==> config.mk <==
export PLATFORM = sky130hd
export DESIGN_NAME = single_axis_attitude_controller_unit
export DESIGN_NICKNAME = d
export VERILOG_FILES = /design/src/rtl/aac_pkg.sv /design/src/rtl/single_axis_attitude_controller_unit.sv /design/src/rtl/aac_div.sv
export SDC_FILE = /design/constraint.sdc
export NUM_CORES = 2
export LEC_CHECK = 0
export ABC_AREA = 1
export BUFFER_PORTS_ARGS = -buffer_cell sky130_fd_sc_hd__clkbuf_2
export CAP_MARGIN = 20
export CORE_ASPECT_RATIO = 0.8
export CORE_MARGIN = 5
export CORE_UTILIZATION = 51
export DETAILED_ROUTE_END_ITERATION = 10
export PLACE_DENSITY = 0.7
export SETUP_SLACK_MARGIN = 0.3
export SYNTH_ARGS = -nofsm -noshare
export SYNTH_HDL_FRONTEND = slang
export SYNTH_SLANG_ARGS = --single-unit
==> constraint.sdc <==
create_clock -name clk -period 24.6 [get_ports clk]
set_input_delay 3.69 -clock clk [delete_from_list [all_inputs] [get_ports clk]]
set_output_delay 3.69 -clock clk [all_outputs]
set_load 0.05 [all_outputs]
==> src/rtl/aac_pkg.sv <==
// Shared types, fixed-point constants and rounding helper for the
// single-axis attitude controller. No dependencies.
package aac_pkg;

  // Q.20 and Q.12 angle wrap bounds
  localparam logic signed [25:0] PI_Q20     = 26'sd3294199;
  localparam logic signed [25:0] TWO_PI_Q20 = 26'sd6588397;
  localparam logic signed [25:0] ONE_RAD_Q20 = 26'sd1048576;
  localparam logic signed [16:0] PI_Q12     = 17'sd12868;
  localparam logic signed [16:0] TWO_PI_Q12 = 17'sd25736;

  // quotient bits of the blend divider (blend step never exceeds one radian in Q.20)
  localparam int QUO_W = 21;

  // configuration register indexes
  localparam logic [2:0] REG_TORQUE_LIMIT = 3'd0;
  localparam logic [2:0] REG_DETUMBLE_GAIN = 3'd1;
  localparam logic [2:0] REG_DAMPING_GAIN = 3'd2;
  localparam logic [2:0] REG_SLEW_GAIN = 3'd3;
  localparam logic [2:0] REG_POINTING_BAND = 3'd4;
  localparam logic [2:0] REG_STICTION_PUSH = 3'd5;
  localparam logic [2:0] REG_TARGET_ANGLE = 3'd6;
  localparam logic [2:0] REG_TARGET_GIVEN = 3'd7;

  typedef enum logic [4:0] {
    ST_IDLE, ST_INTEG, ST_ADD, ST_HWRAP, ST_ERR, ST_EWRAP, ST_DECIDE,
    ST_BMUL, ST_BDIV, ST_BWAIT, ST_FWRAP, ST_H12, ST_CTL, ST_PWRAP,
    ST_PBAND, ST_RCMD, ST_DMUL, ST_TSUM, ST_TRND, ST_OUT
  } aac_state_t;

  // round x / 2^sh to nearest, ties away from zero
  function automatic logic signed [47:0] rnd_shr(input logic signed [47:0] x,
                                                 input logic [3:0] sh);
    logic [47:0] mag;
    logic [47:0] q;
    mag = x[47] ? 48'(-x) : 48'(x);
    q   = (mag + (48'd1 << (sh - 4'd1))) >> sh;
    return x[47] ? -$signed(q) : $signed(q);
  endfunction

endpackage

==> src/rtl/single_axis_attitude_controller_unit.sv <==
// Single-axis attitude controller top level: sequencer, shared multiplier,
// datapath registers. Depends on aac_pkg and aac_div.
//
//  channel | direction | payload
//  --------+-----------+-------------------------------------------------
//  in_     | slave     | tdata: rate, dt, fix_angle; tuser: mode, fix_valid
//  out_    | master    | tdata: torque, heading_est; tuser: clipped, in_band
//  cfg_    | write     | index 0..7, data up to 16 bits
//
// From acceptance to the next acceptance, one transaction runs a few steps of the
// shared 25x18 multiplier, the wrap loops (one 2*pi step per cycle) and, when the
// compass blends, the serial divider (start, 21 quotient bits, finish).
// in_tready is high only in idle; a finished result sits in the output
// register, so the next transaction may be taken while it waits. The last step
// stalls only while that register still holds an unaccepted result.
// Synchronous active-low reset; all filter and pointing state clears to zero.
module single_axis_attitude_controller_unit
  import aac_pkg::*;
#(
  parameter int DETUMBLE_DEADBAND = 20,
  parameter int STUCK_RATE        = 8,
  parameter int FILTER_TAU        = 131072,
  parameter int SLEW_LIMIT        = 410
) (
  input  logic        clk,
  input  logic        rst_n,
  input  logic        in_tvalid,
  output logic        in_tready,
  input  logic [47:0] in_tdata,   // rate[15:0], dt[31:16], fix_angle[46:32], pad
  input  logic [1:0]  in_tuser,   // mode[0], fix_valid[1]
  output logic        out_tvalid,
  input  logic        out_tready,
  output logic [31:0] out_tdata,  // torque[15:0], heading_est[30:16], pad
  output logic [1:0]  out_tuser,  // clipped[0], in_band[1]
  input  logic        cfg_we,
  input  logic [2:0]  cfg_index,
  input  logic [15:0] cfg_data
);

  localparam int DW = $clog2(FILTER_TAU + 65536);
  localparam int NW = DW + QUO_W;

  // config registers
  logic [14:0]        tl_r;
  logic [15:0]        dg_r, mg_r, sg_r;
  logic [13:0]        band_cfg_r;
  logic [14:0]        push_r;
  logic signed [14:0] tgt_cfg_r;
  logic               tg_r;

  // captured transaction
  logic               mode_r, fix_r;
  logic signed [15:0] rate_r;
  logic [15:0]        dt_r;
  logic signed [14:0] fang_r;

  // state and working registers
  aac_state_t         st_r, st_nxt;
  logic signed [23:0] acc_r, acc_nxt;
  logic               seen_r, seen_nxt, wasp_r, wasp_nxt;
  logic signed [14:0] held_r, held_nxt, h12_r, h12_nxt;
  logic signed [25:0] h_r, h_nxt, e_r, e_nxt;
  logic signed [42:0] p_r, p_nxt;
  logic signed [16:0] err_r, err_nxt;
  logic signed [17:0] d_r, d_nxt;
  logic signed [23:0] t_r, t_nxt;
  logic               band_r, band_nxt;

  // output register
  logic               ov_r, ov_nxt;
  logic signed [15:0] otq_r, otq_nxt;
  logic signed [14:0] ohd_r, ohd_nxt;
  logic               oclp_r, oclp_nxt, oband_r, oband_nxt;

  // shared multiplier
  logic signed [24:0] mul_a;
  logic signed [17:0] mul_b;
  logic signed [42:0] mul_p;

  logic               div_start, div_done;
  logic [QUO_W-1:0]   div_q;
  logic [NW-1:0]      div_num;
  logic [DW-1:0]      div_den;

  logic               in_acc, out_free;
  logic [16:0]        rate_abs;
  logic [16:0]        err_abs;
  logic [25:0]        e_abs;
  logic signed [14:0] tgt;
  logic signed [25:0] rcmd;
  logic signed [23:0] lim;
  logic [42:0]        p_abs;

  assign in_acc   = in_tvalid && in_tready;
  assign out_free = !ov_r || out_tready;
  assign rate_abs = rate_r[15] ? 17'(-rate_r) : 17'(rate_r);
  assign err_abs  = err_r[16] ? 17'(-err_r) : 17'(err_r);
  assign e_abs    = e_r[25] ? 26'(-e_r) : 26'(e_r);
  assign p_abs    = p_r[42] ? 43'(-p_r) : 43'(p_r);
  assign lim      = 24'(tl_r);
  assign mul_p    = 43'(mul_a * mul_b);
  assign div_den  = DW'(FILTER_TAU) + DW'(dt_r);
  assign div_num  = NW'(p_abs + 43'(div_den >> 1));

  // target: commanded, or heading held on pointing entry (captured this cycle on entry)
  always_comb begin
    if (tg_r) begin
      tgt = tgt_cfg_r;
    end else if (!wasp_r) begin
      tgt = h12_r;
    end else begin
      tgt = held_r;
    end
  end

  // next state
  always_comb begin
    st_nxt = st_r;
    unique case (st_r)
      ST_IDLE:   if (in_acc) st_nxt = ST_INTEG;
      ST_INTEG:  st_nxt = ST_ADD;
      ST_ADD:    st_nxt = ST_HWRAP;
      ST_HWRAP:  if (h_r <= PI_Q20 && h_r >= -PI_Q20) st_nxt = fix_r ? ST_ERR : ST_H12;
      ST_ERR:    st_nxt = ST_EWRAP;
      ST_EWRAP:  if (e_r <= PI_Q20 && e_r >= -PI_Q20) st_nxt = ST_DECIDE;
      ST_DECIDE: begin
        if (!seen_r || $signed(e_abs) > ONE_RAD_Q20 || dt_r == '0) st_nxt = ST_FWRAP;
        else st_nxt = ST_BMUL;
      end
      ST_BMUL:   st_nxt = ST_BDIV;
      ST_BDIV:   st_nxt = ST_BWAIT;
      ST_BWAIT:  if (div_done) st_nxt = ST_FWRAP;
      ST_FWRAP:  if (h_r <= PI_Q20 && h_r >= -PI_Q20) st_nxt = ST_H12;
      ST_H12:    st_nxt = ST_CTL;
      ST_CTL: begin
        if (!mode_r) st_nxt = (rate_abs < 17'(DETUMBLE_DEADBAND)) ? ST_OUT : ST_TRND;
        else st_nxt = ST_PWRAP;
      end
      ST_PWRAP:  if (err_r <= PI_Q12 && err_r >= -PI_Q12) st_nxt = ST_PBAND;
      ST_PBAND:  st_nxt = (err_abs < 17'(band_cfg_r)) ? ST_TRND : ST_RCMD;
      ST_RCMD:   st_nxt = ST_DMUL;
      ST_DMUL:   st_nxt = ST_TSUM;
      ST_TSUM:   st_nxt = ST_OUT;
      ST_TRND:   st_nxt = ST_OUT;
      ST_OUT:    if (out_free) st_nxt = ST_IDLE;
      default:   st_nxt = ST_IDLE;
    endcase
  end

  // sequencer outputs: handshake, divider start, multiplier operands
  always_comb begin
    in_tready = (st_r == ST_IDLE);
    div_start = (st_r == ST_BDIV);
    mul_a     = 25'(rate_r);
    mul_b     = 18'(dt_r);
    unique case (st_r)
      ST_BMUL:  begin mul_a = 25'(e_r);   mul_b = 18'(dt_r); end
      ST_CTL:   begin mul_a = 25'(rate_r); mul_b = 18'(dg_r); end
      ST_PBAND: begin
        if (err_abs < 17'(band_cfg_r)) begin
          mul_a = 25'(rate_r); mul_b = 18'(mg_r);
        end else begin
          mul_a = 25'(err_r);  mul_b = 18'(sg_r);
        end
      end
      ST_DMUL:  begin mul_a = 25'(d_r);   mul_b = 18'(mg_r); end
      default:  begin mul_a = 25'(rate_r); mul_b = 18'(dt_r); end
    endcase
  end

  // datapath
  always_comb begin
    acc_nxt  = acc_r;   seen_nxt = seen_r;  wasp_nxt = wasp_r;
    held_nxt = held_r;  h12_nxt  = h12_r;   h_nxt    = h_r;
    e_nxt    = e_r;     p_nxt    = p_r;     err_nxt  = err_r;
    d_nxt    = d_r;     t_nxt    = t_r;     band_nxt = band_r;
    ov_nxt   = ov_r;    otq_nxt  = otq_r;   ohd_nxt  = ohd_r;
    oclp_nxt = oclp_r;  oband_nxt = oband_r;
    rcmd     = '0;
    if (ov_r && out_tready) ov_nxt = 1'b0;
    case (st_r)
      ST_INTEG:  p_nxt = mul_p;
      ST_ADD:    h_nxt = 26'(acc_r) + 26'(rnd_shr(48'(p_r), 4'd8));
      ST_HWRAP, ST_FWRAP: begin
        if (h_r > PI_Q20) h_nxt = h_r - TWO_PI_Q20;
        else if (h_r < -PI_Q20) h_nxt = h_r + TWO_PI_Q20;
      end
      ST_ERR:    e_nxt = (26'(fang_r) <<< 8) - h_r;
      ST_EWRAP: begin
        if (e_r > PI_Q20) e_nxt = e_r - TWO_PI_Q20;
        else if (e_r < -PI_Q20) e_nxt = e_r + TWO_PI_Q20;
      end
      ST_DECIDE: begin
        if (!seen_r || $signed(e_abs) > ONE_RAD_Q20) begin
          h_nxt    = h_r + e_r;
          seen_nxt = 1'b1;
        end
      end
      ST_BMUL:   p_nxt = mul_p;
      ST_BWAIT: begin
        if (div_done) h_nxt = e_r[25] ? h_r - 26'(div_q) : h_r + 26'(div_q);
      end
      ST_H12: begin
        acc_nxt = h_r[23:0];
        h12_nxt = 15'(rnd_shr(48'(h_r), 4'd8));
      end
      ST_CTL: begin
        band_nxt = 1'b0;
        if (!mode_r) begin
          t_nxt = '0;
          p_nxt = mul_p;
        end else begin
          if (!wasp_r && !tg_r) held_nxt = h12_r;
          err_nxt = 17'(h12_r) - 17'(tgt);
        end
      end
      ST_PWRAP: begin
        if (err_r > PI_Q12) err_nxt = err_r - TWO_PI_Q12;
        else if (err_r < -PI_Q12) err_nxt = err_r + TWO_PI_Q12;
      end
      ST_PBAND: begin
        p_nxt    = mul_p;
        band_nxt = (err_abs < 17'(band_cfg_r));
      end
      ST_RCMD: begin
        rcmd = -26'(rnd_shr(48'(p_r), 4'd12));
        if (rcmd > 26'(SLEW_LIMIT)) rcmd = 26'(SLEW_LIMIT);
        else if (rcmd < -26'(SLEW_LIMIT)) rcmd = -26'(SLEW_LIMIT);
        d_nxt = 18'(rate_r) - 18'(rcmd);
      end
      ST_DMUL:   p_nxt = mul_p;
      ST_TSUM: begin
        t_nxt = 24'(rnd_shr(48'(p_r), 4'd12));
        if (rate_abs < 17'(STUCK_RATE)) begin
          t_nxt = (err_r > 0) ? t_nxt + 24'(push_r) : t_nxt - 24'(push_r);
        end
      end
      ST_TRND:   t_nxt = 24'(rnd_shr(48'(p_r), 4'd12));
      ST_OUT: begin
        if (out_free) begin
          ov_nxt    = 1'b1;
          ohd_nxt   = h12_r;
          oband_nxt = band_r;
          wasp_nxt  = mode_r;
          if (t_r > lim) begin
            otq_nxt = 16'(lim);  oclp_nxt = 1'b1;
          end else if (t_r < -lim) begin
            otq_nxt = 16'(-lim); oclp_nxt = 1'b1;
          end else begin
            otq_nxt = 16'(t_r);  oclp_nxt = 1'b0;
          end
        end
      end
      default: ;
    endcase
  end

  always_ff @(posedge clk) begin
    if (!rst_n) begin
      st_r       <= ST_IDLE;
      acc_r      <= '0;
      seen_r     <= 1'b0;
      wasp_r     <= 1'b0;
      held_r     <= '0;
      ov_r       <= 1'b0;
      tl_r       <= 15'd32767;
      dg_r       <= 16'd4096;
      mg_r       <= 16'd4096;
      sg_r       <= 16'd4096;
      band_cfg_r <= '0;
      push_r     <= '0;
      tgt_cfg_r  <= '0;
      tg_r       <= 1'b0;
    end else begin
      st_r   <= st_nxt;
      acc_r  <= acc_nxt;
      seen_r <= seen_nxt;
      wasp_r <= wasp_nxt;
      held_r <= held_nxt;
      ov_r   <= ov_nxt;
      if (cfg_we) begin
        unique case (cfg_index)
          REG_TORQUE_LIMIT:  tl_r       <= cfg_data[14:0];
          REG_DETUMBLE_GAIN: dg_r       <= cfg_data;
          REG_DAMPING_GAIN:  mg_r       <= cfg_data;
          REG_SLEW_GAIN:     sg_r       <= cfg_data;
          REG_POINTING_BAND: band_cfg_r <= cfg_data[13:0];
          REG_STICTION_PUSH: push_r     <= cfg_data[14:0];
          REG_TARGET_ANGLE:  tgt_cfg_r  <= cfg_data[14:0];
          REG_TARGET_GIVEN:  tg_r       <= cfg_data[0];
          default: ;
        endcase
      end
    end
    if (in_acc) begin
      mode_r <= in_tuser[0];
      fix_r  <= in_tuser[1];
      rate_r <= in_tdata[15:0];
      dt_r   <= in_tdata[31:16];
      fang_r <= in_tdata[46:32];
    end
    h12_r   <= h12_nxt;
    h_r     <= h_nxt;
    e_r     <= e_nxt;
    p_r     <= p_nxt;
    err_r   <= err_nxt;
    d_r     <= d_nxt;
    t_r     <= t_nxt;
    band_r  <= band_nxt;
    otq_r   <= otq_nxt;
    ohd_r   <= ohd_nxt;
    oclp_r  <= oclp_nxt;
    oband_r <= oband_nxt;
  end

  aac_div #(.DW(DW), .QW(QUO_W)) u_div (
    .clk   (clk),
    .rst_n (rst_n),
    .start (div_start),
    .num   (div_num),
    .den   (div_den),
    .done  (div_done),
    .quo   (div_q)
  );

  assign out_tvalid = ov_r;
  assign out_tdata  = {1'b0, ohd_r, otq_r};
  assign out_tuser  = {oband_r, oclp_r};

endmodule

==> src/rtl/aac_div.sv <==
// Bit-serial restoring divider for the compass blend step.
// Depends on nothing; one quotient bit per cycle.
module aac_div #(
  parameter int DW = 18,
  parameter int QW = 21
) (
  input  logic                 clk,
  input  logic                 rst_n,
  input  logic                 start,
  input  logic [DW+QW-1:0]     num,
  input  logic [DW-1:0]        den,
  output logic                 done,
  output logic [QW-1:0]        quo
);

  localparam int CW = $clog2(QW + 1);

  logic [DW-1:0] rem_r, rem_nxt;
  logic [QW-1:0] sh_r, sh_nxt;
  logic [QW-1:0] quo_r, quo_nxt;
  logic [CW-1:0] cnt_r, cnt_nxt;
  logic          done_r, done_nxt;
  logic [DW+1:0] trial;

  always_comb begin
    rem_nxt  = rem_r;
    sh_nxt   = sh_r;
    quo_nxt  = quo_r;
    cnt_nxt  = cnt_r;
    done_nxt = 1'b0;
    trial    = {1'b0, rem_r, sh_r[QW-1]} - {2'b00, den};
    if (start) begin
      rem_nxt = num[DW+QW-1:QW];
      sh_nxt  = num[QW-1:0];
      cnt_nxt = CW'(QW);
      quo_nxt = '0;
    end else if (cnt_r != '0) begin
      if (!trial[DW+1]) begin
        rem_nxt = trial[DW-1:0];
      end else begin
        rem_nxt = {rem_r[DW-2:0], sh_r[QW-1]};
      end
      quo_nxt  = {quo_r[QW-2:0], ~trial[DW+1]};
      sh_nxt   = {sh_r[QW-2:0], 1'b0};
      cnt_nxt  = cnt_r - CW'(1);
      done_nxt = (cnt_r == CW'(1));
    end
  end

  always_ff @(posedge clk) begin
    if (!rst_n) begin
      cnt_r  <= '0;
      done_r <= 1'b0;
    end else begin
      cnt_r  <= cnt_nxt;
      done_r <= done_nxt;
    end
    rem_r <= rem_nxt;
    sh_r  <= sh_nxt;
    quo_r <= quo_nxt;
  end

  assign done = done_r;
  assign quo  = quo_r;

endmodule
# Word-level counts from Yosys, hierarchy flattened
# Index checks and enable logic that the tools add are counted.
[totals]
reg_bits = 473
in_bits = 74
[classes]
n_addsub = 33
mul = 1
magnitude_cmp = 21
n_eq_ne = 40
muxes = 64
n_bitwise = 3
reduce_logical = 46
[op_table]
columns = ["operator", "n"]
rows = [
  ["$mux W26", 10],
  ["$mux W18", 6],
  ["$neg A26 Y26", 4],
  ["$pmux W26 S4", 1],
  ["$pmux W5 S19", 1],
  ["$pmux W43 S2", 1],
  ["$mux W17", 5],
  ["$pmux W25 S3", 1],
  ["$mux W24", 3],
  ["$pmux W24 S3", 1],
  ["$mux W15", 4],
  ["$mux W5", 11],
  ["$add A26 B24 Y26 const B", 2],
  ["$ge A26 B23 Y1 const B", 2],
  ["$gt A26 B23 Y1 const B", 2],
  ["$le A26 B23 Y1 const B", 2],
  ["$lt A26 B23 Y1 const B", 2],
  ["$pmux W26 S2", 1],
  ["$sub A26 B24 Y26 const B", 2],
  ["$pmux W16 S3", 1],
  ["$mux W43", 1],
  ["$mul A25 B17 Y42", 1],
  ["$mux W21", 2],
  ["$eq A5 B4 Y1 const B", 8],
  ["75 further kinds", 134],
]

# Longest topological paths before layout
[depth]
word_depth = 11
mapped_depth = 57
depth_no_buf = 56

# Cells and area by module
# A second synthesis with hierarchy kept.
[unflattened]
cells_unflattened = 7050
area_unflattened_um2 = 52260.1
[by_module_without_submodules]
columns = ["mod", "instances", "cells_per_inst", "area_per_inst_um2", "seq_area_each_um2"]
rows = [
  ["single_axis_attitude_controller_unit", 1, 6472, 48123.7, 10580.1],
  ["aac_div", 1, 578, 4136.5, 1711.6],
]

# Least setup slack after synthesis
# Ideal clock, no wire load.
[synth_timing]
kind = "reg2reg"
start = "register err_r[1]"
end = "register p_r[38], data pin"
setup_time_ns = 0.265
arrival_time_ns = 8.974
t_required_ns = 24.335
setup_slack_ns = 15.361
path_stages_with_launch = 48
n_path_buf = 2
path_cell_list = "edfxtp_1 > inv_1 > ha_1 > nand2_1 > nand2_1 > xor2_1 > ha_1 > nand3_1 > o221ai_1 > nand3_1 > a21oi_1 > a211oi_1 > o221ai_1 > nand2_1 > nand2_1 > nand2_1 > clkinv_1 > clkbuf_1 > [12 not listed] > fa_1 > fa_1 > inv_1 > fa_1 > inv_1 > ha_1 > a21oi_1 > o21ai_0 > o21bai_1 > a21boi_0 > o21bai_1 > a31oi_1 > o21ai_0 > a21boi_0 > o21bai_1 > a21boi_0 > o21ai_0 > xor2_1"
[synth_between]
elab_chain_len = 8
elab_cells_between_ends = 10
[synth_rtl]
columns = ["element", "line", "text"]
rows = [
  ["start, declared", "single_axis_attitude_controller_unit.sv:64", "logic signed [16:0] err_r, err_nxt;"],
  ["start signal, assigned", "single_axis_attitude_controller_unit.sv:306", "err_r <= err_nxt;"],
  ["$neg A17 Y17", "single_axis_attitude_controller_unit.sv:97", "assign err_abs = err_r[16] ? 17'(-err_r) : 17'(err_r);"],
  ["$mux W17", "single_axis_attitude_controller_unit.sv:97", ""],
  ["$lt A17 B14 Y1", "single_axis_attitude_controller_unit.sv:160", "if (err_abs < 17'(band_cfg_r)) begin"],
  ["$mux W25 / $mux W16 (equally long branches)", "single_axis_attitude_controller_unit.sv:160", ""],
  ["$pmux W25 S3 / $pmux W16 S3 (equally long branches)", "single_axis_attitude_controller_unit.sv:156", "unique case (st_r)"],
  ["$mul A25 B17 Y42 (*)", "single_axis_attitude_controller_unit.sv:101", "assign mul_p = 43'(mul_a * mul_b);"],
  ["named net mul_p[38]", "single_axis_attitude_controller_unit.sv:78", "logic signed [42:0] mul_p;"],
  ["$mux W43", "single_axis_attitude_controller_unit.sv:209", "if (!mode_r) begin"],
  ["$pmux W43 S2 (*)", "single_axis_attitude_controller_unit.sv:181", "case (st_r)"],
  ["end signal, assigned", "single_axis_attitude_controller_unit.sv:305", "p_r <= p_nxt;"],
  ["end, declared", "single_axis_attitude_controller_unit.sv:63", "logic signed [42:0] p_r, p_nxt;"],
]
# The timed path passes the listed nets; every way through them passes the cells marked *. The select of a mux whose other input is x is not followed.
# A chain may end at the register's enable or synchronous reset.

# Worst setup path in the final report
[layout_timing]
start = "register err_r[16]"
end = "register p_r[38], data pin"
# Same word-level chain as after synthesis.

==> results.json <==
{
  "area_growth_pct": 7.573,
  "yosysTopAreaCell": "edfxtp_1",
  "row_count": 104,
  "ctsHoldBuffers": 0,
  "synth_cell_types": 65,
  "ios": 110,
  "fp.dieH_um": 294.5,
  "async_reset_ff_frac": 0,
  "syn_area_um2": 51600,
  "r2r_slack_ps": 12800,
  "arrival_ps": 12160,
  "min_period_ps": 11800,
  "cts_buffer_depth": 3,
  "routed_wl_um": 167900,
  "synth_edf_count": 288,
  "io_buffer_count": 107,
  "synthFlopType": "edfxtp_1",
  "grt-ovfl-total": 0,
  "grt_usage": 0.3084,
  "cts_root_buf": "clkbuf_16",
  "nFillCells": 9468,
  "synthCells": 6881,
  "design_area_um2": 55510,
  "grt_first_pass_wirelength_um": 258100,
  "dpl.cell_count": 8209,
  "vias": 47950,
  "path_clk_slew_ps": 70,
  "synth_common_cells": "1,306 x nand2_1, 1,179 x inv_1, 802 x nor2_1",
  "htree_num_levels": 2,
  "finalHoldViolations": 0,
  "grt_setup_unrepaired": "false",
  "drt_iter0_markers": 5970,
  "mappedNetlistNets": 7741,
  "setup_viol": 0,
  "fmax_ghz": 0.08477,
  "drc": 0,
  "synth.top_cell.area_share": 0.1676,
  "grt_max_degree": 111,
  "gp_congestion": 1.018,
  "seq_area_frac_synth": 0.2382,
  "synth_seq_cells": 470,
  "initial_core_util": 0.5137,
  "fin_setup_tns_ps": 0,
  "syn_area_per_cell_um2": 7.499,
  "hold_class": "reg -> reg",
  "cp_common_cell": "inv_1",
  "worst_skew_pair.late_latency_ps": 660,
  "maxSlewViolCount": 0,
  "antenna_left": 0,
  "drt_pass1_iterations": 6,
  "postCtsSetupBuffers": 0,
  "yosysMostFrequentCell": "nand2_1",
  "fp.dieW_um": 365.6,
  "cts_tree": "done",
  "die_area_um2": 107700,
  "finalCritPeriodShare": 0.4795,
  "maxSlewHeadroom": 0.2345,
  "routedWlPerCell_um": 20.21,
  "critPathLaunchType": "register",
  "grt_pass1_vias": 44950,
  "whs_ps": 434.6,
  "placed_cell_area_um2": 53700,
  "maxCapViolCount": 0,
  "critPathMaxStageDelay_ps": 850,
  "endpoint_kind": "register",
  "via_per_inst": 5.770,
  "skew_ps": 48.92,
  "outcome": "complete, no violations",
  "critPathKind": "reg -> reg",
  "cts-resized-gates": 0,
  "yosysWarnings": 0,
  "drive_gt1_frac": 0.06572,
  "cts_made_buffers": 53,
  "grt_antenna_before_repair": 2,
  "core_area_um2": 100500,
  "cp.required_ps": 24970,
  "cts.sinks": 470,
  "cp_max_fo": 24,
  "nets": 7800,
  "worstMarginPinSlew_ps": 1148,
  "synth_area_leaders": "edfxtp_1 17%, fa_1 16%, nand2_1 9.5%",
  "crit_path_top_delay_cell": "inv_1",
  "hpwlAfterDp_um": 133500,
  "finalNonFillerCells": 8310
}
==> layout by cell type, fill, tap and decap left out, types with 47 or more instances in the layout <==
cell       instances
clkbuf_2         106
xor2_1           230
nand3_1          268
fa_1             401
o21ai_0          412
o22ai_1           53
nor3_1            58
o211ai_1          47
xnor2_1           90
inv_1           1179
dfxtp_1          182
clkbuf_16         56
nand2_2           48
nor2_1           796
a21oi_1          443
nand4_1           70
buf_4             70
nand2_1         1305
edfxtp_1         288
ha_1             385
==> cell families (layout without fill, tap and decap cells) <==
family	Yosys count	count (layout)	synth area share
AO/OA/AOI/OAI	1214	1214	0.1340
buffers and inverters	1410	1513	0.1032
flip-flops	470	470	0.2382
AND/OR/NAND/NOR	2678	2678	0.2203
XOR/XNOR	322	322	0.05517
other	1	2	0.00007268
adder cells (fa/ha/maj)	786	786	0.2489
==> final timing paths <==
path,startpoint,to,depth (start not counted)
max,err_r[16],p_r[38],43
min,u_div.cnt_r[4],u_div.done,1
max reg2reg,err_r[16],p_r[38],43
min reg2reg,u_div.cnt_r[4],u_div.done,1
==> layout make-up <==
cell class,instances,area (um2),area share
well taps,1325,1658,0.02987
diodes,1,2.502,0.00004508
clock buffers,71,1508,0.02716
clock inverters,28,267.8,0.004824
multi-input cells,5001,34050,0.6135
repair buffers,177,1084,0.01952
flip-flops and latches,470,12290,0.2214
inverters,1237,4643,0.08365
==> through the flow <==
stage	utilization	worst slack, ps
final	0.5525	12800
after global routing	0.5525	12060
after CTS	0.5522	13070
after detailed placement	0.5346	13100
after global placement	0.5346	13270
after floorplan	-	15360
==> sequential cells by signal, indices dropped and copies added, names as in the netlist, 16 cells and up <==
signal and count:
acc_r 24, u_div.sh_r 21, p_r 40, u_div.quo 21
d_r 18, err_r 17, h_r 26, t_r 24
mg_r 16, rate_r 16, dt_r 16, e_r 26
dg_r 16, otq_r 16, u_div.rem_r 18, sg_r 16
==> layer usage <==
metal,vias to the layer above,GRT usage,part of all wire
met2,2573,0.4406,0.40
met5,-,0,0
met3,351,0.08259,0.13
met1,22650,0.4457,0.42
li1,22380,-,-
met4,0,0.1183,0.045
==> worst max-delay path: cells and delay by family (launching register included) <==
family                     cells  cell delay [ps]
and+or+nand+nor                6              570
AOI/OAI and AO/OA             19             4420
buffers and inverters          8             2000
adders and majority gates      8             3630
xor gates and xnor gates       2              250
DFF                            1              630
Power is not shown: default switching activity piles up to over one toggle a cycle in this logic, so the estimate is an artifact.
